File: src/design/rhd_pkg.sv
// ----------------------------------------------------------------------------
// rhd_pkg
// shared constants and types of the rgb half downscaler
// ----------------------------------------------------------------------------
package rhd_pkg;

    localparam int RHD_MAX_WIDTH  = 2048;   // default line store sizing
    localparam int RHD_MAX_HEIGHT = 2048;
    localparam int CFG_W          = 12;     // width and height registers
    localparam int ROW_W          = 11;     // row counter
    localparam int CH_W           = 8;      // one colour channel
    localparam int PIX_W          = 3 * CH_W;
    localparam int SUM_W          = 12;     // one channel partial sum
    localparam int PSUM_W         = 3 * SUM_W;
    localparam int IDX_W          = 2;      // configuration register index

    // configuration register indexes
    localparam logic [IDX_W-1:0] REG_WIDTH  = 2'd0;
    localparam logic [IDX_W-1:0] REG_HEIGHT = 2'd1;
    localparam logic [IDX_W-1:0] REG_MODE   = 2'd2;

    // reset values of the configuration registers
    localparam logic [CFG_W-1:0] WIDTH_RST  = 12'd2;
    localparam logic [CFG_W-1:0] HEIGHT_RST = 12'd2;

    typedef struct packed {
        logic [CFG_W-1:0] width;
        logic [CFG_W-1:0] height;
        logic             weighted;
    } t_cfg;

    // one output request on its way to the output register
    typedef struct packed {
        logic              use_mem;   // upper sums come from the line store
        logic              weighted;  // shift by four, else by two
        logic              last;      // final pixel of the frame
        logic [PSUM_W-1:0] up;        // upper sums when not from the line store
        logic [PSUM_W-1:0] low;       // lower row sums
    } t_s1;

endpackage

File: src/design/rhd_back.sv
// ----------------------------------------------------------------------------
// rhd_back
// adds upper and lower sums, scales, saturates and holds the output
// ----------------------------------------------------------------------------
module rhd_back (
    input  logic                       i_clk,
    input  logic                       i_rst_n,
    input  logic                       i_s1_valid,
    input  rhd_pkg::t_s1               i_s1,
    input  logic [rhd_pkg::PSUM_W-1:0] i_rdata,
    output logic                       o_take,
    output logic                       o_valid,
    input  logic                       i_ready,
    output logic [rhd_pkg::PIX_W-1:0]  o_data,
    output logic                       o_last
);

    import rhd_pkg::*;

    logic              r_valid;
    logic [PIX_W-1:0]  r_data;
    logic              r_last;
    logic [PSUM_W-1:0] up;
    logic [PIX_W-1:0]  n_data;
    logic [SUM_W:0]    total [3];
    logic [SUM_W:0]    scaled [3];

    assign up     = i_s1.use_mem ? i_rdata : i_s1.up;
    assign o_take = !r_valid || i_ready;

    always_comb begin
        for (int k = 0; k < 3; k++) begin
            total[k]  = (SUM_W+1)'(up[k*SUM_W +: SUM_W])
                      + (SUM_W+1)'(i_s1.low[k*SUM_W +: SUM_W]);
            scaled[k] = i_s1.weighted ? (total[k] >> 4) : (total[k] >> 2);
            // only reachable when the mode changed between the two rows
            n_data[k*CH_W +: CH_W] = (scaled[k] > (SUM_W+1)'(255)) ? 8'hFF
                                                                  : scaled[k][CH_W-1:0];
        end
    end

    always_ff @(posedge i_clk) begin
        if (!i_rst_n) begin
            r_valid <= 1'b0;
        end else if (o_take) begin
            r_valid <= i_s1_valid;
        end
    end

    always_ff @(posedge i_clk) begin
        if (o_take && i_s1_valid) begin
            r_data <= n_data;
            r_last <= i_s1.last;
        end
    end

    assign o_valid = r_valid;
    assign o_data  = r_data;
    assign o_last  = r_last;

endmodule
File: config.mk
export PLATFORM = sky130hd
export DESIGN_NAME = rhd_back
export DESIGN_NICKNAME = d
export VERILOG_FILES = /design/src/design/rhd_pkg.sv /design/src/design/rhd_back.sv
export SDC_FILE = /design/constraint.sdc
export NUM_CORES = 1
export LEC_CHECK = 0
export ABC_AREA = 1
export BUFFER_PORTS_ARGS = -buffer_cell sky130_fd_sc_hd__clkbuf_2
export CORE_MARGIN = 10
export CORE_UTILIZATION = 45
export CTS_BUF_LIST = sky130_fd_sc_hd__clkbuf_2 sky130_fd_sc_hd__clkbuf_4 sky130_fd_sc_hd__clkbuf_8
export DETAILED_ROUTE_END_ITERATION = 10
export GPL_TIMING_DRIVEN = 0
export HOLD_SLACK_MARGIN = 0.06
export PLACE_DENSITY_LB_ADDON = 0.08
export SLEW_MARGIN = 40
export SYNTH_ARGS = -nofsm -noshare
export SYNTH_HDL_FRONTEND = slang
export SYNTH_SLANG_ARGS = --single-unit
File: constraint.sdc
create_clock -name i_clk -period 2.6 [get_ports i_clk]
set_input_delay 0.26 -clock i_clk [delete_from_list [all_inputs] [get_ports i_clk]]
set_output_delay 0.26 -clock i_clk [all_outputs]
set_load 0.005 [all_outputs]
# Word level (Yosys, flattened, before mapping)
# Cells that the tools add are included.
# Widths: inputs -> output; s select.
# op_classes
magnitude_cmp	3
n_reduce_logical	3
mux	4
add_sub_neg	3
# op_table
operator	n
$add 12x12->13	3
$mux 36	1
$gt 11x8->1 const B	3
$mux 11	3
$logic_and 1x1->1	1
$logic_not 1->1	1
$logic_or 1x1->1	1
# totals
input_bits	115
ff_bits	26

# Depth between registers and ports, before layout
# Gate-level depths: netlist of run 1.
# depth
depth_word	4
mapped_depth	17
ltp_nobuf	15

# Least setup slack after synthesis of run 1
# No wires, ideal clock.
# synth_path
kind	input -> register
startpoint	input port i_s1[74] in the netlist's numbering
endpoint	register r_data[16], in the netlist o_data[16] (data pin)
stages	14
slack_ns	0.300
arrival_time_ns	2.039
n_path_buf	2
cell_sequence	buf_6 inv_8 clkbuf_1 nand2_1 nand2_1 ha_1 a21oi_1 nand2_1 a21oi_1 nand3_1 nand2_2 nand2_2 a21oi_4 nand2_1
# synth_via
elab_chain_cells	4
# synth_lines
element	line_no	text
from (decl)	rhd_back.sv:9	input rhd_pkg::t_s1 i_s1,
$mux 36 *	rhd_back.sv:28	assign up = i_s1.use_mem ? i_rdata : i_s1.up;
$add 12x12->13 *	rhd_back.sv:34	+ (SUM_W+1)'(i_s1.low[k*SUM_W +: SUM_W]);
$mux 11 *	rhd_back.sv:35	scaled[k] = i_s1.weighted ? (total[k] >> 4) : (total[k] >> 2);
$gt 11x8->1	rhd_back.sv:37	n_data[k*CH_W +: CH_W] = (scaled[k] > (SUM_W+1)'(255)) ? 8'hFF
to (signal assigned)	rhd_back.sv:52	r_data <= n_data;
to (decl)	rhd_back.sv:21	logic [PIX_W-1:0] r_data;
# Every way passes the cells marked *; elsewhere a longest branch is shown, timed or not.
# A chain may end at the register's enable or synchronous reset.

# Worst setup path after layout of run 1
# layout_path
startpoint	input port i_s1[74] in the netlist's numbering
endpoint	register r_data[14], in the netlist o_data[14] (data pin)
# The elaborated chain is that of the path after synthesis.

==> qor.yml, run 1 <==
outcome:
  outcome: "finished, final reports clean"
detailed_routing:
  wl_per_cell_um: 13.20
  num_vias: 4328
  vias_per_cell: 4.975
  drtIter0Drc: 189
  dr.pass1.iters: 5
  drc: 0
  antenna_left: 0
  totalWireLength_um: 11490
critical_path:
  cp.arrival_ps: 2380
  cp_max_fo: 18
  startpoint_type: "primary input"
  end_kind: "register"
  crit_required_ps: 2610
  path_class: "primary input to register"
die:
  core-area_um2: 7807
  rows: 32
  io_pins: 142
  start_util: 0.4689
  dieHeight_um: 110.2
  die_area_um2: 12140
  die_w_um: 110.2
worst_hold_path:
  hold_class: "primary input to register"
synthesis:
  yosysTopAreaCellShare: 0.3055
  synth.distinct_cells: 31
  synth_edf_count: 25
  synth_top_area_cell: "nand2_1"
  synth_warnings: 0
  ys_ff_latch: 26
  syn_area_per_cell_um2: 5.867
  synthFlopType: "edfxtp_1"
  synthArstFlopShare: 0
  syn_nets: 772
  syn_inst: 624
  synth_area_leaders: "nand2_1 (31%), edfxtp_1 (21%), ha_1 (11%), nand3_1 (8.2%), inv_1 (6.2%)"
  seq_area_frac_synth: 0.2105
  syn_area_um2: 3661
global_route:
  grt_use_total: 0.1875
  antenna_found_initial: 0
  grt_pass1_wl_um: 19130
  overflow: 0
  grt_max_degree: 19
  grt_pass1_vias: 4363
pwr:
  p_sw_frac: 0.4003
  vdd_drop_max_v: 0.0002654
  netSwitchingPower_uw: 733.1
  pwr-share-clk: 0.178
  seq_power_share: 0.289
  power.internal_uw: 1099
  power.density_nw_per_um2: 398.6
  power_frac_comb: 0.533
  power_uw: 1832
  leakage_uw: 0.002671
timing:
  finalHoldViolCount: 0
  post-route-period-util: 0.9124
  final.setup.tns_ps: 0
  fin_crit_ps: 2372
  worst_pin_slew_ps: 625.2
  fmax_mhz: 421.5
  finalSetupViolations: 0
  rsz0062_at_grt: "no"
  worst_slack_ps: 227.7
  slew_violations: 0
  finClkSkew_ps: 7.876
  slew-limit-headroom: 0.5832
clocking:
  insertion_delay_ps: 270
  numClockSinks: 26
  post_cts_buffers: 0
  cts-root-buf: "clkbuf_8"
  cts_inserted_buffers: 3
  clk_pin_slew_ps: 90
  cts_tree: "yes"
  cts_hold_buf: 0
  ctsHtreeMaxLevel: 1
  clk_path_buf_depth: 2
layout:
  fin_cells: 870
  area_delta_synth_final_pct: 25.53
  finish.utilization: 0.5886
  final_common_cell: "nand2_1"
  multiInputGateArea_um2: 2613
  drive_above_1_share: 0.2344
  regArea_um2: 770.7
  final_nets: 917
  final_cell_mix: "nand2_1 (298), clkbuf_2 (143), inv_1 (60), nand3_1 (60), ha_1 (33)"
  fill_cells: 787
  antenna_cells: 0
place:
  place_hpwl_um: 10120
  io_buffers: 140
  place_inst: 867
  place_ws_ps: -334.3
  finalWeightedCongestion: 0.9431
job:
  max_cap_viol_count: 0
-- registers in the layout, indices dropped and copies added (netlist names) --
signal / count
o_data: 24
o_last: 1
o_valid: 1
-- logic make-up (layout without fill, tap and decap cells) --
group	after synthesis	in the layout	synth area share
compound gates	52	52	0.08100
buf+inv	74	218	0.07997
simple gates	432	432	0.4990
flops	26	26	0.2105
xor+xnor	7	7	0.01675
fa+ha+maj	33	33	0.1128
-- path summary, 6_finish.rpt --
kind                  from         end  slack (ps)  cells past startpoint
setup reg to reg   o_valid  o_data[13]        1370                      2
hold reg to reg    o_valid     o_valid         570                      2
setup / recovery  i_s1[74]  o_data[14]         230                     16
hold / removal    i_s1[72]      o_last         170                      1
-- final cells by class --
cell class                      instances  share of cell area
Timing Repair Buffer                  141              0.1557
Clock inverter                          1            0.006534
Inverter                               62             0.05227
Multi-Input combinational cell        524              0.5685
Sequential cell                        26              0.1677
Tap cell                              102             0.02777
Buffer                                 11             0.01252
Clock buffer                            3            0.008984
-- repair_timing --
| item | CTS | global route |
|---|---|---|
| pin swaps | 0 | 0 |
| endpoints found under the setup margin | 8 | 24 |
| resized for setup | 1 | 12 |
-- layer usage --
| layer | part of all wire | global-route usage | wire (um) | vias to the layer above |
|---|---|---|---|---|
| li1 | - | - | - | 2300 |
| met1 | 0.43 | 0.2283 | 4926 | 1875 |
| met2 | 0.49 | 0.3459 | 5595 | 137 |
| met3 | 0.067 | 0.02147 | 775 | 16 |
| met4 | 0.016 | 0.03853 | 189 | 0 |
| met5 | 0 | 0 | 0 | - |
-- worst max-delay path, cell delays in order --
cell     delay (ps)
buf_6           130
inv_8           130
buf_2           250
nand2_1          80
nand2_1          60
ha_1            290
nand2_1         200
inv_1            60
nand2_1          60
nand2_1          50
a21oi_1         190
nand3_1         120
nand3_1         120
nand2_2          70
nor2_4          190
nand2_1         110
-- metrics by stage --
step           area (um^2)  hold WS (ps)
6_report              4596         170.5
5_1_grt               4596         157.4
4_1_cts               4584         162.6
3_5_place_dp          4516         445.4
3_3_place_gp          4489         443.0
2_1_floorplan         3661         358.9
-- synth_stat cells, types with 2 or more instances --
cell,number
o21bai_1,7
nor3_1,4
nand2_2,17
xor2_1,5
nor4_1,2
nand2_1,298
nor2_1,32
clkbuf_1,11
or2_2,2
a21oi_1,32
nand4_1,7
inv_1,60
nand3b_1,3
nand3_1,60
nand3_2,3
edfxtp_1,25
nor2_4,2
ha_1,33
o21ai_0,8
xnor2_1,2
-- power groups by stage --
| stage | registers, uW | clock network [uW] | logic (uW) |
|---|---|---|---|
| final | 529 | 326 | 976 |
| after global routing | 533 | 355 | 1120 |
| after CTS | 530 | 334 | 970 |
| after detailed placement | 539 | 0 | 966 |
| after global placement | 539 | 0 | 949 |
| after floorplan | 542 | 0 | 658 |
No activity file was read; power rests on OpenSTA's default activity.
==> inputs of run 2 (changes only) <==
- SETUP_SLACK_MARGIN: unset -> 0.4
==> run 2 against run 1 <==
  * Final cell count rose by 1.0%
  * Sequential power about the same
  * Worst hold slack got worse by 13 ps
  * Combinational power increased by 15%
  * Clock skew down 3.9 ps
  * Highest routed layer unchanged
==> qor.yml, run 2 (same netlist as run 1, synthesis figures left out) <==
detailed_routing:
  vias_per_cell: 5.010
  totalWireLength_um: 12470
  met2_wirelength_um: 6057
  wl_met1_um: 5107
  antenna_left: 0
  num_vias: 4404
  drc: 0
  dr_wl_met3_um: 1136
  top_layer_used: "met4"
  drtIter0Drc: 149
  dr.pass1.iters: 4
  wl_per_cell_um: 14.18
critical_path:
  cp.arrival_ps: 2120
  crit_chain: "buf_12 -> inv_12 -> buf_8 -> nand2_1 -> nand2_2 -> ha_4 -> a21oi_1 -> nand2_1 -> a21oi_2 -> nand3_1 -> nand2_2 -> nand2_2 -> a21oi_4 -> nand2_1"
  end_kind: "register"
  path_class: "primary input to register"
  crit_path_top_delay_cell: "ha_4"
  startpoint_type: "primary input"
  crit_required_ps: 2630
  rrSetupSlack_ps: 1430
  slowest_delay_ps: 230
  cp_max_fo: 10
timing:
  finalSetupViolations: 0
  final.setup.tns_ps: 0
  rsz0062_at_grt: "yes"
  slew_violations: 0
  post-route-period-util: 0.8032
  worst_pin_slew_ps: 610.1
  fmax_mhz: 478.8
  finalHoldViolCount: 0
  holdWs_ps: 157.2
  slew-limit-headroom: 0.5933
  fin_crit_ps: 2088
  finClkSkew_ps: 3.926
  worst_slack_ps: 511.6
die:
  core-area_um2: 7807
  start_util: 0.4689
  die_w_um: 110.2
  dieHeight_um: 110.2
  io_pins: 142
  die_area_um2: 12140
  rows: 32
layout:
  finalInstanceArea_um2: 5046
  finish.utilization: 0.6463
  largest_reg_flops: 24
  final_cell_mix: "nand2_1 (279), clkbuf_2 (140), nand3_1 (59)"
  final_nets: 926
  drive_above_1_share: 0.3140
  fill_cells: 762
  antenna_cells: 0
  final_common_cell: "nand2_1"
  area_delta_synth_final_pct: 37.83
clocking:
  cts_hold_buf: 0
  clk_path_buf_depth: 2
  insertion_delay_ps: 270
  cts_inserted_buffers: 3
  numClockSinks: 26
  cts_tree: "yes"
  cts-root-buf: "clkbuf_8"
  clk_pin_slew_ps: 90
  ctsHtreeMaxLevel: 1
worst_hold_path:
  hold_class: "primary input to register"
place:
  io_buffers: 140
  place_hpwl_um: 10360
  place_ws_ps: -17.65
  post_dp_cell_area_um2: 4529
  finalWeightedCongestion: 0.9035
pwr:
  leakage_uw: 0.002726
  vdd_drop_max_v: 0.0002733
  power.density_nw_per_um2: 391.9
global_route:
  grt_max_degree: 19
  grt_pass1_vias: 4298
  overflow: 0
  grt_use_total: 0.1941
  antenna_found_initial: 0
  grt_pass1_wl_um: 19390
job:
  max_cap_viol_count: 0
outcome:
  outcome: "finished, final reports clean"
run 2: changes by cell type in the layout (fill, tap and decap cells not counted), moves of 10 or more:
cell     previous run  this run
ha_4                0        19
nand2_2            17        36
nand2_1           298       279
ha_1               33        12
buf_4               0        10
run 2: final cells by class:
class / instances / area [um^2] / share of cell area
clock inverter: 1 / 30.03 / 0.005951
inverter: 62 / 245.2 / 0.04860
sequential: 26 / 770.7 / 0.1527
tap: 102 / 127.6 / 0.02529
clock buffer: 3 / 41.29 / 0.008182
buffer: 12 / 100.1 / 0.01984
timing repair buffer: 149 / 775.7 / 0.1537
multi-input combinational: 524 / 2955 / 0.5857
run 2: worst max-delay path: cells and delay by family:
family	cells	cell delay (ps)
buffers and inverters	3	360
AND/OR/NAND/NOR	7	650
AO/OA/AOI/OAI	3	620
adder cells (fa/ha/maj)	1	230
run 2: final timing paths:
path	startpoint	endpoint	depth (start not counted)
max	i_s1[74]	o_data[21]	14
min	i_s1[72]	o_last	1
min reg2reg	o_valid	o_valid	2
max reg2reg	o_valid	o_data[4]	2
run 2: what timing repair did:
item / CTS / global route
endpoints found under the setup margin: 24 / 24
resized for setup: 18 / 63
buffers inserted: 0 / 8
pin swaps: 1 / 22
gates cloned: 0 / 0
run 2: routing by layer:
| metal | vias up | global-route usage |
|---|---|---|
| li1 | 2312 | - |
| met1 | 1939 | 0.2343 |
| met2 | 140 | 0.3383 |
| met3 | 13 | 0.04411 |
| met4 | 0 | 0.05321 |
| met5 | - | 0 |
run 2: power breakdown:
part | leakage [uW] | switching (uW) | total, uW | internal (uW)
logic | 0.00247 | 649 | 1120 | 467
registers | 0.000223 | 11.6 | 528 | 516
clock network | 0.0000357 | 128 | 334 | 206
total | 0.00273 | 789 | 1980 | 1190
run 2: through the flow:
stage | power [uW] | instances
after global placement | 1479 | 866
after CTS | 1878 | 871
after floorplan | 1205 | 624
final | 1977 | 879
after global routing | 2136 | 879
after detailed placement | 1502 | 867
==> inputs of run 3 (changes only) <==
- clock period: 2.6 -> 1.75 ns (I/O delays scaled with it)
==> run 3 against run 2 <==
  * The run now ends with setup timing left
  * Worst hold slack got worse by 89 ps
  * Die area unchanged
  * Register-to-register slack lost 920 ps
  * Final area rose by 18%
  * Via count increased by 9.9%
  * Total power is 72% higher
  * Largest power group unchanged
  * Highest routed layer unchanged
==> qor.yml, run 3 (same netlist as run 1, synthesis figures left out) <==
critical_path:
  end_kind: "register"
  crit_path_top_delay_cell: "ha_4"
  slowest_delay_ps: 320
  r2r_cells: 1
  rr_endpoint: "o_data[10]"
  crit_path_frequent_cell: "nand2_2"
  cp.arrival_ps: 1990
  crit_required_ps: 1790
  crit_family: "simple AND/OR/NAND/NOR gates"
  cp.buffers_inverters: 4
  crit_chain: "buf_16 -> inv_16 -> clkbuf_16 -> nand2_2 -> nand2_2 -> ha_4 -> nand2_2 -> inv_2 -> nand2_2 -> nor3_2 -> nand2_2 -> nand2_1 -> nand2_1 -> nand2_2 -> nand2_2 -> a21oi_4 -> nand2_1"
  startpoint: "i_s1[74]"
  rrSetupSlack_ps: 510
  cp_max_fo: 8
  path_class: "primary input to register"
  startpoint_type: "primary input"
  r2r-start: "o_valid"
job:
  max_cap_viol_count: 0
global_route:
  grt_use_total: 0.2217
  grt_pass1_vias: 4890
  antenna_found_initial: 0
  grt_max_degree: 16
  overflow: 0
  grt_pass1_wl_um: 22100
timing:
  final.setup.tns_ps: -3626
  slew-limit-headroom: 0.5781
  fmax_mhz: 512.7
  post-route-period-util: 1.115
  finalHoldViolCount: 0
  fin_crit_ps: 1951
  rsz0062_at_grt: "yes"
  worst_pin_slew_ps: 632.9
  worst_slack_ps: -200.5
  finClkSkew_ps: 9.488
  slew_violations: 0
  finalSetupViolations: 24
place:
  finalWeightedCongestion: 0.9117
  io_buffers: 140
  place_hpwl_um: 10560
  place_inst: 866
detailed_routing:
  antenna_left: 0
  totalWireLength_um: 14240
  num_vias: 4842
  dr.pass1.iters: 5
  wl_per_cell_um: 15.63
  vias_per_cell: 5.315
  drtIter0Drc: 297
  drc: 0
clocking:
  cts-root-buf: "clkbuf_8"
  insertion_delay_ps: 280
  clk_pin_slew_ps: 100
  ctsHtreeMaxLevel: 1
  numClockSinks: 26
  cts_tree: "yes"
  clk_path_buf_depth: 2
  cts_inserted_buffers: 3
worst_hold_path:
  holdPathStages: 1
  hold_start: "i_s1[72]"
  hold_class: "primary input to register"
  min_to: "o_last"
layout:
  antenna_cells: 0
  area_delta_synth_final_pct: 62.03
  final_cell_mix: "nand2_1 (210), clkbuf_2 (140), nand2_2 (83)"
  largest_reg_flops: 24
  final_common_cell: "nand2_1"
  drive_above_1_share: 0.4672
  final_nets: 958
  fin_cells: 911
  fill_cells: 616
pwr:
  power_uw: 3401
  vdd_drop_max_v: 0.0003848
  power.density_nw_per_um2: 573.4
  leakage_uw: 0.003056
outcome:
  outcome: "finished, violations left"
  violations: "setup timing"
die:
  dieHeight_um: 110.2
  rows: 32
  die_w_um: 110.2
  core-area_um2: 7807
  die_area_um2: 12140
  start_util: 0.4689
  io_pins: 142
run 3: changes by cell type in the layout (fill, tap and decap cells not counted), moves of 5 or more:
cell / previous run / this run
buf_4: 10 / 34
nand2_1: 279 / 210
a21oi_4: 2 / 8
inv_2: 2 / 7
nand2_2: 36 / 83
nand2_4: 1 / 23
nand3_1: 59 / 53
inv_1: 58 / 52
nand3_2: 4 / 10
a21oi_1: 22 / 13
ha_4: 19 / 29
ha_1: 12 / 3
run 3: what timing repair did:
item	4_1_cts	5_1_grt
gates resized for setup	71	63
gates cloned	5	0
buffers inserted	34	2
setup endpoints to repair	49	24
pin swaps	40	34
hold buffers	0	0
run 3: area by class of cell:
type | instances | area [um^2] | share of cell area
sequential | 26 | 770.7 | 0.1299
clock buffer | 3 | 41.29 | 0.006961
multi-input combinational | 525 | 3495 | 0.5891
clock inverter | 1 | 30.03 | 0.005062
buffer | 12 | 173.9 | 0.02932
tap | 102 | 127.6 | 0.02151
inverter | 62 | 251.5 | 0.04240
timing repair inverter | 1 | 8.758 | 0.001476
timing repair buffer | 179 | 1033 | 0.1742
run 3: how the worst max path moves through the flow:
stage / end / slack [ps] / cells past startpoint
2_1_floorplan: o_data[18] / -260 / 14
3_3_place_gp: o_data[10] / -530 / 14
3_5_place_dp: o_data[19] / -550 / 16
4_1_cts: o_data[11] / -150 / 17
5_1_grt: o_data[16] / -340 / 17
6_report: o_data[16] / -200 / 17
run 3: per-stage QoR:
step           hold WS (ps)    util  instance area, um^2  setup slack (ps)
3_3_place_gp          353.0  0.6410                 5005            -530.8
6_report              68.44  0.7598                 5932            -200.5
5_1_grt               71.38  0.7598                 5932            -336.8
3_5_place_dp          354.1  0.6410                 5005            -553.5
4_1_cts               71.49  0.7266                 5673            -148.4
2_1_floorplan         273.9       -                 4177            -260.6
run 3: power breakdown:
group	total [uW]	internal [uW]	switching, uW
Clock	515	307	209
Sequential	791	767	23.5
Combinational	2100	926	1170
run 3: routing by layer:
layer  global-route usage  vias to the layer above  share of wire
met3              0.03366                       34          0.079
met4              0.03670                        0          0.017
met1               0.2645                     2207           0.39
met2               0.4136                      209           0.51
met5                    0                        -              0
li1                     -                     2392              -
