File: config.mk
export PLATFORM = sky130hd
export DESIGN_NAME = rhd_front
export DESIGN_NICKNAME = d
export VERILOG_FILES = /design/src/design/rhd_pkg.sv /design/src/design/rhd_front.sv
export SDC_FILE = /design/constraint.sdc
export NUM_CORES = 1
export LEC_CHECK = 0
export BUFFER_PORTS_ARGS = -buffer_cell sky130_fd_sc_hd__buf_2
export CORE_ASPECT_RATIO = 0.8
export CORE_MARGIN = 8
export CORE_UTILIZATION = 58
export DETAILED_ROUTE_END_ITERATION = 8
export PLACE_DENSITY = 0.87
export SLEW_MARGIN = 30
export SYNTH_ARGS = -nofsm -noshare
export SYNTH_HDL_FRONTEND = slang
export SYNTH_SLANG_ARGS = --single-unit
File: constraint.sdc
create_clock -name i_clk -period 6.1 [get_ports i_clk]
set_clock_uncertainty 0.05 [all_clocks]
set_input_delay 0.61 -clock i_clk [delete_from_list [all_inputs] [get_ports i_clk]]
set_output_delay 0.61 -clock i_clk [all_outputs]
set_load 0.05 [all_outputs]
File: src/design/rhd_pkg.sv
// ----------------------------------------------------------------------------
// rhd_pkg
// shared constants and types of the rgb half downscaler
// ----------------------------------------------------------------------------
package rhd_pkg;

    localparam int RHD_MAX_WIDTH  = 2048;   // default line store sizing
    localparam int RHD_MAX_HEIGHT = 2048;
    localparam int CFG_W          = 12;     // width and height registers
    localparam int ROW_W          = 11;     // row counter
    localparam int CH_W           = 8;      // one colour channel
    localparam int PIX_W          = 3 * CH_W;
    localparam int SUM_W          = 12;     // one channel partial sum
    localparam int PSUM_W         = 3 * SUM_W;
    localparam int IDX_W          = 2;      // configuration register index

    // configuration register indexes
    localparam logic [IDX_W-1:0] REG_WIDTH  = 2'd0;
    localparam logic [IDX_W-1:0] REG_HEIGHT = 2'd1;
    localparam logic [IDX_W-1:0] REG_MODE   = 2'd2;

    // reset values of the configuration registers
    localparam logic [CFG_W-1:0] WIDTH_RST  = 12'd2;
    localparam logic [CFG_W-1:0] HEIGHT_RST = 12'd2;

    typedef struct packed {
        logic [CFG_W-1:0] width;
        logic [CFG_W-1:0] height;
        logic             weighted;
    } t_cfg;

    // one output request on its way to the output register
    typedef struct packed {
        logic              use_mem;   // upper sums come from the line store
        logic              weighted;  // shift by four, else by two
        logic              last;      // final pixel of the frame
        logic [PSUM_W-1:0] up;        // upper sums when not from the line store
        logic [PSUM_W-1:0] low;       // lower row sums
    } t_s1;

endpackage

File: src/design/rhd_front.sv
// ----------------------------------------------------------------------------
// rhd_front
// raster position, pair forming, partial sums and line store access
// ----------------------------------------------------------------------------
module rhd_front #(
    parameter  int MAX_WIDTH   = rhd_pkg::RHD_MAX_WIDTH,
    localparam int STORE_DEPTH = (MAX_WIDTH + 1) / 2,
    localparam int AW          = (STORE_DEPTH > 1) ? $clog2(STORE_DEPTH) : 1
) (
    input  logic                       i_clk,
    input  logic                       i_rst_n,
    input  rhd_pkg::t_cfg              i_cfg,
    input  logic                       i_valid,
    output logic                       o_ready,
    input  logic [rhd_pkg::PIX_W-1:0]  i_pixel,
    input  logic                       i_take,
    output logic                       o_s1_valid,
    output rhd_pkg::t_s1               o_s1,
    output logic                       o_ram_we,
    output logic [AW-1:0]              o_ram_waddr,
    output logic [rhd_pkg::PSUM_W-1:0] o_ram_wdata,
    output logic                       o_ram_re,
    output logic [AW-1:0]              o_ram_raddr
);

    import rhd_pkg::*;

    localparam int PW = $clog2(MAX_WIDTH);
    localparam int XW = (PW + 1 > CFG_W) ? PW + 1 : CFG_W;

    // per channel wa*a + wb*b, upper row weights 9,3 or 1,1
    function automatic logic [PSUM_W-1:0] f_upper(input logic [PIX_W-1:0] a,
                                                  input logic [PIX_W-1:0] b,
                                                  input logic wmode);
        logic [PSUM_W-1:0] res;
        logic [SUM_W-1:0]  ca;
        logic [SUM_W-1:0]  cb;
        res = '0;
        for (int k = 0; k < 3; k++) begin
            ca = SUM_W'(a[k*CH_W +: CH_W]);
            cb = SUM_W'(b[k*CH_W +: CH_W]);
            res[k*SUM_W +: SUM_W] = wmode ? ((ca << 3) + ca + (cb << 1) + cb) : (ca + cb);
        end
        return res;
    endfunction

    // lower row weights 3,1 or 1,1
    function automatic logic [PSUM_W-1:0] f_lower(input logic [PIX_W-1:0] a,
                                                  input logic [PIX_W-1:0] b,
                                                  input logic wmode);
        logic [PSUM_W-1:0] res;
        logic [SUM_W-1:0]  ca;
        logic [SUM_W-1:0]  cb;
        res = '0;
        for (int k = 0; k < 3; k++) begin
            ca = SUM_W'(a[k*CH_W +: CH_W]);
            cb = SUM_W'(b[k*CH_W +: CH_W]);
            res[k*SUM_W +: SUM_W] = wmode ? ((ca << 1) + ca + cb) : (ca + cb);
        end
        return res;
    endfunction

    logic [PW-1:0]    r_col;
    logic [ROW_W-1:0] r_row;
    logic [PIX_W-1:0] r_held;
    logic             r_s1_valid;
    t_s1              r_s1;

    logic [XW-1:0]    w_ext;
    logic [XW-1:0]    w_eff;
    logic [XW-1:0]    col_inc;
    logic [CFG_W-1:0] h_eff;
    logic [CFG_W-1:0] row_inc;
    logic             last_col;
    logic             last_row;
    logic             accept;
    logic             pair_done;
    logic             emit;
    logic [PIX_W-1:0] left_pix;
    logic [PSUM_W-1:0] up_sum;
    t_s1              n_s1;

    // sizes held to their legal range
    always_comb begin
        w_ext = XW'(i_cfg.width);
        if (w_ext == '0) begin
            w_eff = XW'(1);
        end else if (w_ext > XW'(MAX_WIDTH)) begin
            w_eff = XW'(MAX_WIDTH);
        end else begin
            w_eff = w_ext;
        end
        if (i_cfg.height == '0) begin
            h_eff = CFG_W'(1);
        end else if (i_cfg.height > CFG_W'(RHD_MAX_HEIGHT)) begin
            h_eff = CFG_W'(RHD_MAX_HEIGHT);
        end else begin
            h_eff = i_cfg.height;
        end
    end

    assign col_inc   = XW'(r_col) + XW'(1);
    assign row_inc   = CFG_W'(r_row) + CFG_W'(1);
    assign last_col  = (col_inc >= w_eff);
    assign last_row  = (row_inc >= h_eff);

    assign o_ready   = !r_s1_valid || i_take;
    assign accept    = i_valid && o_ready;
    // odd column closes a pair; a lone last column pairs with itself
    assign pair_done = r_col[0] || last_col;
    assign emit      = pair_done && (r_row[0] || last_row);
    assign left_pix  = r_col[0] ? r_held : i_pixel;
    assign up_sum    = f_upper(left_pix, i_pixel, i_cfg.weighted);

    always_comb begin
        n_s1.use_mem  = r_row[0];
        n_s1.weighted = i_cfg.weighted;
        n_s1.last     = last_row && last_col;
        n_s1.up       = up_sum;
        n_s1.low      = f_lower(left_pix, i_pixel, i_cfg.weighted);
    end

    assign o_ram_we    = accept && pair_done && !r_row[0] && !last_row;
    assign o_ram_waddr = AW'(r_col >> 1);
    assign o_ram_wdata = up_sum;
    assign o_ram_re    = accept && pair_done && r_row[0];
    assign o_ram_raddr = AW'(r_col >> 1);

    always_ff @(posedge i_clk) begin
        if (!i_rst_n) begin
            r_col      <= '0;
            r_row      <= '0;
            r_held     <= '0;
            r_s1_valid <= 1'b0;
        end else begin
            if (accept) begin
                if (!pair_done) begin
                    r_held <= i_pixel;
                end
                if (last_col) begin
                    r_col <= '0;
                    r_row <= last_row ? '0 : ROW_W'(row_inc);
                end else begin
                    r_col <= PW'(col_inc);
                end
            end
            if (accept && emit) begin
                r_s1_valid <= 1'b1;
            end else if (i_take) begin
                r_s1_valid <= 1'b0;
            end
        end
    end

    always_ff @(posedge i_clk) begin
        if (accept && emit) begin
            r_s1 <= n_s1;
        end
    end

    assign o_s1_valid = r_s1_valid;
    assign o_s1       = r_s1;

    a_ram_one_port: assert property (@(posedge i_clk) disable iff (!i_rst_n)
        !(o_ram_we && o_ram_re))
        else $error("line store written and read in one cycle");

    a_emit_loads: assert property (@(posedge i_clk) disable iff (!i_rst_n)
        (accept && emit) |=> r_s1_valid)
        else $error("emitted request lost before output stage");

    a_frame_wrap: assert property (@(posedge i_clk) disable iff (!i_rst_n)
        (accept && emit && n_s1.last) |=> (r_col == '0 && r_row == '0))
        else $error("position not wrapped after last pixel of frame");

endmodule

-- After elaboration in Yosys (flattened, before gate mapping)
Index checks and enable logic that the tools add are counted.
- register bits after elaboration: 122
- input bits: 53
- output and inout port bits: 135
- logic and storage cells: 68
- add/sub/neg operators: 20
- magnitude comparators: 4
- multiplexer cells: 15
- bitwise operators: 1
- reduce and logical (&&, ||, !) cells: 19
- operators by type and width (kind ; number):
    $mux 12 ; 7
    $mux 11 ; 5
    $add 11x8->12 ; 3
    $add 12x8->12 ; 3
    $add 12x9->12 ; 3
    $add 10x8->11 ; 3
    $add 9x8->10 ; 3
    $add 8x8->9 ; 3
    $add 11x1->12 const B ; 2
    $ge 12x12->1 ; 2
    $gt 12x12->1 const B ; 2
    $logic_not 12->1 ; 2
    $mux 24 ; 1
    $logic_and 1x1->1 ; 8
    $reduce_and 2->1 ; 2
    $logic_not 1->1 ; 3
    $logic_or 1x1->1 ; 3
    $mux 1 ; 2
    $reduce_bool 2->1 ; 1
    $not 1->1 ; 1

-- Longest topological paths before layout
Gate-level depths: netlist of the first run.
- depth after elaboration: 8
- mapped depth: 15
- mapped depth without buffers: 13

-- Least setup slack after synthesis of the first run
Ideal clock, no wire load.
- kind: flip-flop to output port
- from: register r_col[0]
- to: output o_ram_wdata[33] (netlist bit)
- arrival: 4.076 ns
- data required time: 5.440 ns
- slack: 1.364 ns
- stages on the path, launching flop included: 14
- buffers on the path: 3
- cell sequence: dfxtp_1 > clkbuf_1 > clkbuf_1 > mux2_2 > fa_1 > fa_1 > ha_1 > a21o_1 > a21o_1 > a311o_1 > o31a_1 > xnor2_1 > nor2_1 > buf_4
- RTL lines (item ; RTL line ; RTL):
    from (decl) ; rhd_front.sv:63 ; logic [PW-1:0] r_col;
    from (signal assigned) ; rhd_front.sv:144 ; r_col <= PW'(col_inc);
    to (decl) ; rhd_front.sv:21 ; output logic [rhd_pkg::PSUM_W-1:0] o_ram_wdata,

-- Worst setup path after layout of the first run
- from: register r_col[0]
- to: output o_ram_wdata[33] (netlist bit)
- longest elaborated chain between the ends: 5
- RTL lines (item ; RTL line ; RTL):
    $mux 24 ; rhd_front.sv:112 ; assign left_pix = r_col[0] ? r_held : i_pixel;
    $add 11x8->12 ; rhd_front.sv:42 ; res[k*SUM_W +: SUM_W] = wmode ? ((ca << 3) + ca + (cb << 1) + cb) : (ca + cb);
    $add 12x9->12 ; rhd_front.sv:42 ;
    $add 12x8->12 ; rhd_front.sv:42 ;
    $mux 12 ; rhd_front.sv:42 ;
Every way passes these cells.

==> results of run 1 <==
## registers in the layout, summed over array words and instances, names as in the netlist
name,flops
r_row,11
r_col,11
o_s1_valid,1
o_s1,66
r_held,24
## cells in the mapped netlist (all sizes together), types with 3 or more instances
cell,instances
ha,116
nand2,100
buf,69
edfxtp,66
fa,66
o21ai,64
nor2,63
dfxtp,47
xnor2,43
a21oi,41
nand3,40
a21o,37
inv,35
mux2,27
clkbuf,22
xor2,18
nor3,17
a211oi,12
a22o,11
nand2b,10
o211ai,9
o21a,9
and3,7
nor2b,7
o31a,7
a21boi,6
mux2i,6
or2,6
a31oi,5
a211o,4
and2,4
nor4,4
o211a,4
o221ai,4
o41ai,4
or3,4
o311ai,3
## routing by layer
metal / vias to the layer above / track usage, % / part of all wire [%]
li1: 3824 / - / -
met1: 3866 / 28.7 / 44
met2: 290 / 36.1 / 46
met3: 47 / 6.46 / 8.1
met4: 2 / 8.87 / 2.2
met5: - / 0 / 0.048
## worst paths after layout
path              startpoint              end  slack [ns]
setup / recovery    r_col[0]  o_ram_wdata[33]        0.73
hold / removal     r_held[7]        r_held[7]        0.40
setup reg to reg    r_col[0]          o_s1[1]        1.61
hold reg to reg    r_held[7]        r_held[7]        0.40
## cell type report
class / count / area, um2
Inverter: 36 / 135
Fill cell: 1368 / 5870
Clock buffer: 20 / 447
Sequential cell: 113 / 2920
Antenna cell: 1 / 2.50
Multi-Input combinational cell: 780 / 6480
Clock inverter: 12 / 116
Tap cell: 225 / 282
Timing Repair Buffer: 188 / 966
## through the flow
step | hold slack (ns) | cells
after floorplan | 0.375 | 1020
after global placement | 0.383 | 1341
after detailed placement | 0.393 | 1341
after CTS | 0.404 | 1373
after global routing | 0.441 | 1374
final | 0.402 | 1375
## logic make-up after synthesis
logic type | after synthesis | share of synthesized area [%]
other cells | 1 | 0.0371
simple gates | 266 | 11.9
xor+xnor | 61 | 5.28
fa+ha+maj | 182 | 27.4
flops | 113 | 28.9
compound gates | 232 | 15.6
mux | 33 | 3.60
buf+inv | 127 | 7.30
## power by group through the flow
stage          Clock (mW)  Combinational, mW  Sequential [mW]
2_1_floorplan           0               1.50            0.911
3_3_place_gp            0               1.72            0.897
3_5_place_dp            0               1.77            0.898
4_1_cts             0.979               1.80            0.882
5_1_grt              1.01               1.97            0.885
6_report            0.966               1.80            0.883
## critical path: stages, from the launching register on
cell     delay (ns)
dfxtp_1        0.60
buf_4          0.38
mux2_2         0.43
fa_1           0.47
fa_1           0.52
ha_1           0.32
a21o_1         0.16
a21o_1         0.20
a311o_1        0.39
o31a_1         0.28
xnor2_1        0.13
nor2_1         0.11
buf_2          0.29
==> metrics.txt, run 1 <==
outcome finished, final reports clean; TritonCTS clock tree yes; First-pass DRT Iterations 7; DP Area about 11000 um2; post-layout instance area about 11000 um2; final number of setup-violating endpoints 0; Crit path arrival time 4.71 ns; die width 164 um; number of enable flip-flop cells after synthesis 66; Crit Path Category reg -> out; net switching component of the power 1.53 mW; total power of the final layout between 3 and 4 mW; number of hold-repair buffers added at the cts stage 0; Syn. warnings 0; largest net degree at the start of global routing between 60 and 70; Post-route DRC 0; cell depth of the worst hold path 2; maximum count of clock buffers along a single path 2; Final nets about 1400; estimated wirelength of the detail-placed design 18900 um; core region area 17200 um2; category of the worst setup path capture point primary output; CTS clock-pin slew for the worst setup and hold paths roughly 0.05 ns; height of the chip around 130 um; number of gates resized after cts 0; mean number of vias per cell a little under 6; Total GRT Usage between 20 and 25%; cts bufs inserted 17; final wirelength between 20000 and 25000 um; cell types with the largest area share after synthesis edfxtp_1 20%, ha_1 14%, fa_1 13%, dfxtp_1 9.3%, buf_4 4.8%; worst slew margin relative to its limit between 40% and 50%; most frequent cells in the layout 181 x buf_2, 116 x ha_1, 100 x nand2_1; total internal power about 2.1 mW; average size of a mapped cell around 10 um2; setup repair after global routing missed its margin false; total of buffers placed on input and output ports around 180; clock share of power approximately a quarter; number of global-route vias before repair 8273; routability congestion estimate from global placement between 0.9 and 1; CP startpoint kind flop; period utilisation layout 88.0%; total via count in the routed design 8029; fin worst setup slack around 0.73 ns; CP max FO 21; number of max-capacitance violations reported 0; area grow syn2layout 12.1%; Yosys cell types 63; Worst Hold Class reg -> reg; accumulated negative setup slack 0 ns; setup slack at placement 1.17 ns; Static Leakage approximately 5.2 nW; Num Clock Sinks around 110; most common cell after layout, fill and taps aside buf_2; Power Density between 300 and 400 nW/um2; final-report max-slew violation count 0; ports placed on the boundary ~190; top cell type's share of synthesized area about 20%; antenna-violating nets left 0; number of placement rows 43; final-report hold violation count 0; CP required between 5 and 6 ns; number of DRC markers after the initial detailed-route iteration ~580; library cell with the largest summed area after synthesis edfxtp_1; share of final-layout standard cells stronger than drive strength 1 22.6%; Reg2Reg Depth 11; H-tree depth 4; fraction of registers with async set or reset after synthesis 0%; starting density of the core around three fifths; antenna violations before repair 1; Worst Tran Pin Value 0.770 ns; Max Fclk roughly 0.19 GHz; GRT overflow 0; cells after synthesis roughly 1000; share of power burned in registers roughly a quarter; switching fraction of total power between 40% and 50%; core utilization of the finished layout roughly two thirds; CTS root buffer clkbuf_16; portion of total power attributed to combinational logic 49.4%; first-pass GRT wire length between 40000 and 50000 um; area of the mapped netlist about 10000 um2; IR Drop Worst-Case VDD ~0.00027 V; clock latency on the worst-skew pair 0.42 ns; share of synthesized area occupied by flip-flops and latches roughly 29%; full die area between 20000 and 25000 um2; number of storage elements in the synthesis netlist 113; drt wl/cell between 15 and 20 um; most used flip-flop cell after synthesis edfxtp_1; Final min period between 5 and 6 ns; setup bufs post-CTS 0
Note: power is estimated with default switching activity, not from simulation.
==> inputs of run 2 (changes only) <==
Settings changed: CORE_UTILIZATION 58 to 49, PLACE_DENSITY 0.87 to 0.76.
Clock period 6.1 ns to 6.7 ns, I/O delays scaled along.
==> metrics.txt, run 2 (synthesized netlist as in run 1, its figures left out) <==
first-pass GRT wire length 39200 um (-2.5%); max reg flops 66 (unchanged); met3 Track Usage GR 5.38% (-1.1 points); final-report max-slew violation count 0 (unchanged); period utilisation layout a little over four fifths; clock latency on the worst-skew pair 0.42 ns (about the same); number of non-filler instances in the completed layout 1417 (+3.1%); Power Density 290 nW/um2 (-9.9%); category of the worst setup path capture point primary output; accumulated negative setup slack 0 ns (unchanged); Worst Tran Pin Value 0.892 ns (+0.122 ns); total power of the final layout 3.30 mW (-9.6%); ports placed on the boundary 188 (unchanged); number of max-capacitance violations reported 0 (unchanged); CP max FO 16 (-24%); final-layout fill cell count 1795 (+31%); CTS root buffer clkbuf_16; final number of setup-violating endpoints 0 (unchanged); DP Area 10800 um2 (+0.51%); worst slew margin relative to its limit 40.5% (-8.0 points); final wirelength 23900 um (-3.6%); drt wl/cell 16.9 um (-6.5%); met1 Resource Use GR 24.1% (-4.6 points); H-tree depth 4 (unchanged); setup repair after global routing missed its margin false; post-layout instance area 11400 um2 (+0.29%); antenna-violating nets left 0 (unchanged); final-report hold violation count 0 (unchanged); busiest metal layer after global routing met2; number of DRC markers after the initial detailed-route iteration 427 (-27%); Final nets 1370 (-0.073%); starting density of the core 49.4% (-9.3 points); Crit path largest cell delay 0.81 ns (+0.21 ns); CP startpoint kind flop; Worst path slowest cell dfxtp_1; number of antenna repair diodes 0 (-1); Crit Path Category reg -> out; most common cell after layout, fill and taps aside buf_2; estimated wirelength of the detail-placed design 18400 um (-2.5%); number of hold-repair buffers added at the cts stage 0 (unchanged); cts bufs inserted 17 (unchanged); Final min period 5.63 ns; setup bufs post-CTS 0 (unchanged); CTS clock-pin slew for the worst setup and hold paths 0.05 ns (about the same); die width 177 um (+7.9%); share of final-layout standard cells stronger than drive strength 1 22.1% (-0.50 points); met2 Resource Use GR 31.1% (-5.0 points); Crit path arrival time 4.91 ns (+0.20 ns); CP required 5.98 ns (+0.54 ns); TritonCTS clock tree yes; Num Clock Sinks 113 (unchanged); number of global-route vias before repair 7899 (-4.5%); GRT overflow 0 (unchanged); total via count in the routed design 7821 (-2.6%); number of placement rows 47 (+9.3%); antenna violations before repair 1 (unchanged); Total GRT Usage 19.0% (-3.7 points); area grow syn2layout 12.5%; full die area 25500 um2 (+16%); IR Drop Worst-Case VDD 0.000248 V (-8.2%); most frequent cells in the layout 181 x buf_2, 116 x ha_1, 100 x nand2_1; total of buffers placed on input and output ports 181 (unchanged); routability congestion estimate from global placement 0.858 (-4.8%); number of gates resized after cts 0 (unchanged); maximum count of clock buffers along a single path 2 (unchanged); Static Leakage 5.20 nW (-0.12%); outcome finished, final reports clean; series of cell instances along the critical path inv_1 > a21boi_0 > inv_1 > fa_1 > fa_1 > ha_1 > a21oi_1 > o211ai_1 > o31ai_1 > xor2_1 > nor2_1 > buf_2; height of the chip 145 um (+7.7%); Max Fclk ~0.18 GHz; mean number of vias per cell 5.52 (-5.5%); largest net degree at the start of global routing 64 (unchanged); First-pass DRT Iterations 5 (-2); core region area 20500 um2 (+19%); Post-route DRC 0 (unchanged); total instance count after detailed placement 1385 (+3.3%); Worst Hold Class reg -> reg
-- run 2: cell count changes in the layout (fill, tap and decap cells not counted), sizes merged --
cell,delta
buf,-1
clkbuf,+5
clkinv,-2
clkinvlp,-3
diode,-1
-- run 2: final timing paths --
path	startpoint	to	slack [ns]	cells after the start
setup reg to reg	r_col[0]	o_s1[45]	2.16	11
hold / removal	r_held[7]	r_held[7]	0.40	2
setup / recovery	r_col[0]	o_ram_wdata[9]	1.07	12
hold reg to reg	r_held[7]	r_held[7]	0.40	2
-- run 2: through the flow --
stage | worst slack [ns] | util (%) | hold slack (ns)
finish | 1.07 | 55.6 | 0.397
global route | 0.707 | 55.6 | 0.416
CTS | 1.02 | 55.6 | 0.399
detailed placement | 1.49 | 52.9 | 0.389
global placement | 1.63 | 52.9 | 0.382
floorplan | 1.90 | - | 0.375
-- run 2: where the power goes --
group / leakage (nW) / switching [mW] / total [mW] / internal [mW]
Clock: 0.274 / 0.317 / 0.880 / 0.562
Combinational: 3.95 / 1.03 / 1.62 / 0.588
Sequential: 0.979 / 0.0119 / 0.805 / 0.793
Total: 5.20 / 1.36 / 3.30 / 1.94
-- run 2: cell type report --
| cell class | count | area [um2] | area share, % |
|---|---|---|---|
| Clock buffer | 25 | 475 | 4.18 |
| Clock inverter | 7 | 82.6 | 0.726 |
| Inverter | 36 | 135 | 1.19 |
| Multi-Input combinational cell | 780 | 6480 | 56.9 |
| Sequential cell | 113 | 2920 | 25.7 |
| Tap cell | 269 | 337 | 2.96 |
| Timing Repair Buffer | 187 | 951 | 8.36 |
-- run 2: routing by layer --
metal | vias up | wire [um]
met4 | 2 | 275
met5 | - | 12
met1 | 3746 | 10900
li1 | 3821 | -
met2 | 224 | 11000
met3 | 28 | 1780
-- run 2: worst max-delay path: cells and delay by family (launching register included) --
kind / cells / cell delay, ns
buffers and inverters: 3 / 0.84
XOR/XNOR: 1 / 0.13
flip-flops: 1 / 0.81
AO/OA/AOI/OAI: 4 / 1.22
adder cells (fa/ha/maj): 3 / 1.34
AND/OR/NAND/NOR: 1 / 0.14
==> inputs of run 3 (changes only) <==
Settings changed: PLACE_DENSITY 0.76 to 0.79.
Clock period 6.7 ns to 5.14 ns, I/O delays scaled along.
==> metrics.txt, run 3 (synthesized netlist as in run 1, its figures left out) <==
CTS root buffer clkbuf_16; CP max FO 17 (+1); share of final-layout standard cells stronger than drive strength 1 23.0% (+0.83 points); number of buffer and inverter instances along the worst setup path 4 (+1); number of DRC markers after the initial detailed-route iteration 587 (+37%); worst flop-to-flop path endpoint o_s1[71]; cts bufs inserted 17 (unchanged); final-report hold violation count 0 (unchanged); Max Fclk around 0.2 GHz; First-pass DRT Iterations 5 (unchanged); Crit path arrival time 4.38 ns (-0.53 ns); final worst hold slack 0.361 ns (-0.0359 ns); die width 177 um (unchanged); final-report max-slew violation count 0 (unchanged); setup bufs post-CTS 0 (unchanged); Worst path slowest cell fa_1; Crit path largest cell delay 0.54 ns (-0.27 ns); estimated wirelength of the detail-placed design 19200 um (+4.0%); Worst Hold Endpoint r_held[16]; routability congestion estimate from global placement 0.886 (+3.3%); CTS clock-pin slew for the worst setup and hold paths 0.05 ns (about the same); switching fraction of total power 40.6% (-0.54 points); final number of setup-violating endpoints 0 (unchanged); most common cell after layout, fill and taps aside buf_2; series of cell instances along the critical path buf_4 > inv_1 > a21boi_1 > inv_1 > fa_1 > fa_1 > ha_1 > a21o_1 > a311o_1 > o31a_1 > xnor2_1 > nor2_1 > clkbuf_4; maximum count of clock buffers along a single path 2 (unchanged); max reg flops 66 (unchanged); number of placement rows 47 (unchanged); most frequent cells in the layout 179 x buf_2, 116 x ha_1, 100 x nand2_1; Total GRT Usage 19.7% (+0.75 points); total of buffers placed on input and output ports 181 (unchanged); total internal power 2.64 mW (+36%); final-layout fill cell count 1801 (+0.33%); number of hold-repair buffers added at the cts stage 0 (unchanged); Worst Hold Class in -> reg; Num Clock Sinks 113 (unchanged); number of non-filler instances in the completed layout 1419 (+0.14%); total instance count after detailed placement 1387 (+0.14%); GRT overflow 0 (unchanged); net switching component of the power 1.81 mW (+33%); Worst Tran Pin Value 0.918 ns (+0.0265 ns); clock share of power 28.4% (+1.8 points); CP required 4.58 ns (-1.40 ns); CP startpoint kind flop; Reg2Reg Depth 11 (unchanged); launch point of the worst path r_col[0]; clock latency on the worst-skew pair 0.42 ns (about the same); number of antenna repair diodes 0 (unchanged); starting density of the core 49.4% (unchanged); mean number of vias per cell 5.64 (+2.3%); TritonCTS clock tree yes; Final min period between 4 and 5 ns; largest net degree at the start of global routing 63 (-1.6%); portion of total power attributed to combinational logic 48.1% (-0.9 points); reg-to-reg startpoint r_col[0]; Static Leakage 5.24 nW (+0.80%); Final nets 1372 (+0.15%); number of global-route vias before repair 7977 (+0.99%); core region area 20500 um2 (unchanged); full die area 25500 um2 (unchanged); Post-route DRC 0 (unchanged); number of max-capacitance violations reported 0 (unchanged); worst slew margin relative to its limit 38.6% (-1.9 points); first-pass GRT wire length 40600 um (+3.5%); total via count in the routed design 8010 (+2.4%); cell depth of the worst hold path 3 (+1); IR Drop Worst-Case VDD 0.000347 V (+40%); outcome finished, final reports clean; final wirelength 25100 um (+5.2%); area grow syn2layout 13.5%; launch point of the worst hold path i_pixel[16]; Crit Path Category reg -> out; setup repair after global routing missed its margin true; period utilisation layout 96.2%; Reg2Reg Setup Slack 1.14 ns (-1.02 ns); category of the worst setup path capture point primary output; antenna-violating nets left 0 (unchanged); share of power burned in registers 23.5% (-0.9 points); family with the most delay on the worst path adder cells; total power of the final layout 4.45 mW (+35%); height of the chip 145 um (unchanged); number of gates resized after cts 1 (+1); Power Density 388 nW/um2 (+34%); drt wl/cell 17.7 um (+5.1%); H-tree depth 4 (unchanged); ports placed on the boundary 188 (unchanged); antenna violations before repair 3 (+2)
[run 3: final cells by class]
class | count | area (um2) | area share (%)
multi-input cells | 780 | 6490 | 56.5
well taps | 269 | 337 | 2.93
flip-flops and latches | 113 | 2920 | 25.4
clock inverters | 11 | 160 | 1.39
inverters | 36 | 135 | 1.18
clock buffers | 21 | 460 | 4.01
repair buffers | 189 | 983 | 8.56
[run 3: routing by layer]
layer,part of all wire [%],vias up,routed length [um],track usage [%]
met3,7.8,27,1950,5.53
li1,-,3828,-,-
met5,0.13,-,33,0
met4,1.1,6,276,4.55
met1,44,3869,11200,25.6
met2,47,280,11700,32.2
[run 3: worst max path at each step]
| stage | endpoint | slack, ns | depth (start not counted) |
|---|---|---|---|
| floorplan | o_ram_wdata[33] | 0.50 | 13 |
| global placement | o_ram_wdata[33] | 0.62 | 13 |
| detailed placement | o_ram_wdata[21] | 0.46 | 13 |
| CTS | o_ram_wdata[33] | 0.007 | 13 |
| global route | o_ram_wdata[21] | -0.04 | 13 |
| finish | o_ram_wdata[33] | 0.19 | 13 |
[run 3: power by group through the flow]
stage          Combinational, mW  Sequential, mW  Clock [mW]
2_1_floorplan               1.79            1.08           0
3_3_place_gp                2.05            1.06           0
3_5_place_dp                2.11            1.06           0
4_1_cts                     2.13            1.05        1.29
5_1_grt                     2.35            1.05        1.33
6_report                    2.14            1.05        1.27
[run 3: tightest hold or removal path: stages]
cell and delay [ns]:
buf_2 0.13, nand3_1 0.07, o21ai_0 0.06
[run 3: metrics by stage]
stage	area (um2)	utilization [%]	setup TNS [ns]	setup slack, ns
finish	11500	56.1	0	0.193
global route	11500	56.1	-0.125	-0.0421
CTS	11500	56.0	0	0.00684
detailed placement	10800	53.0	0	0.457
global placement	10800	53.0	0	0.619
floorplan	10100	-	0	0.500
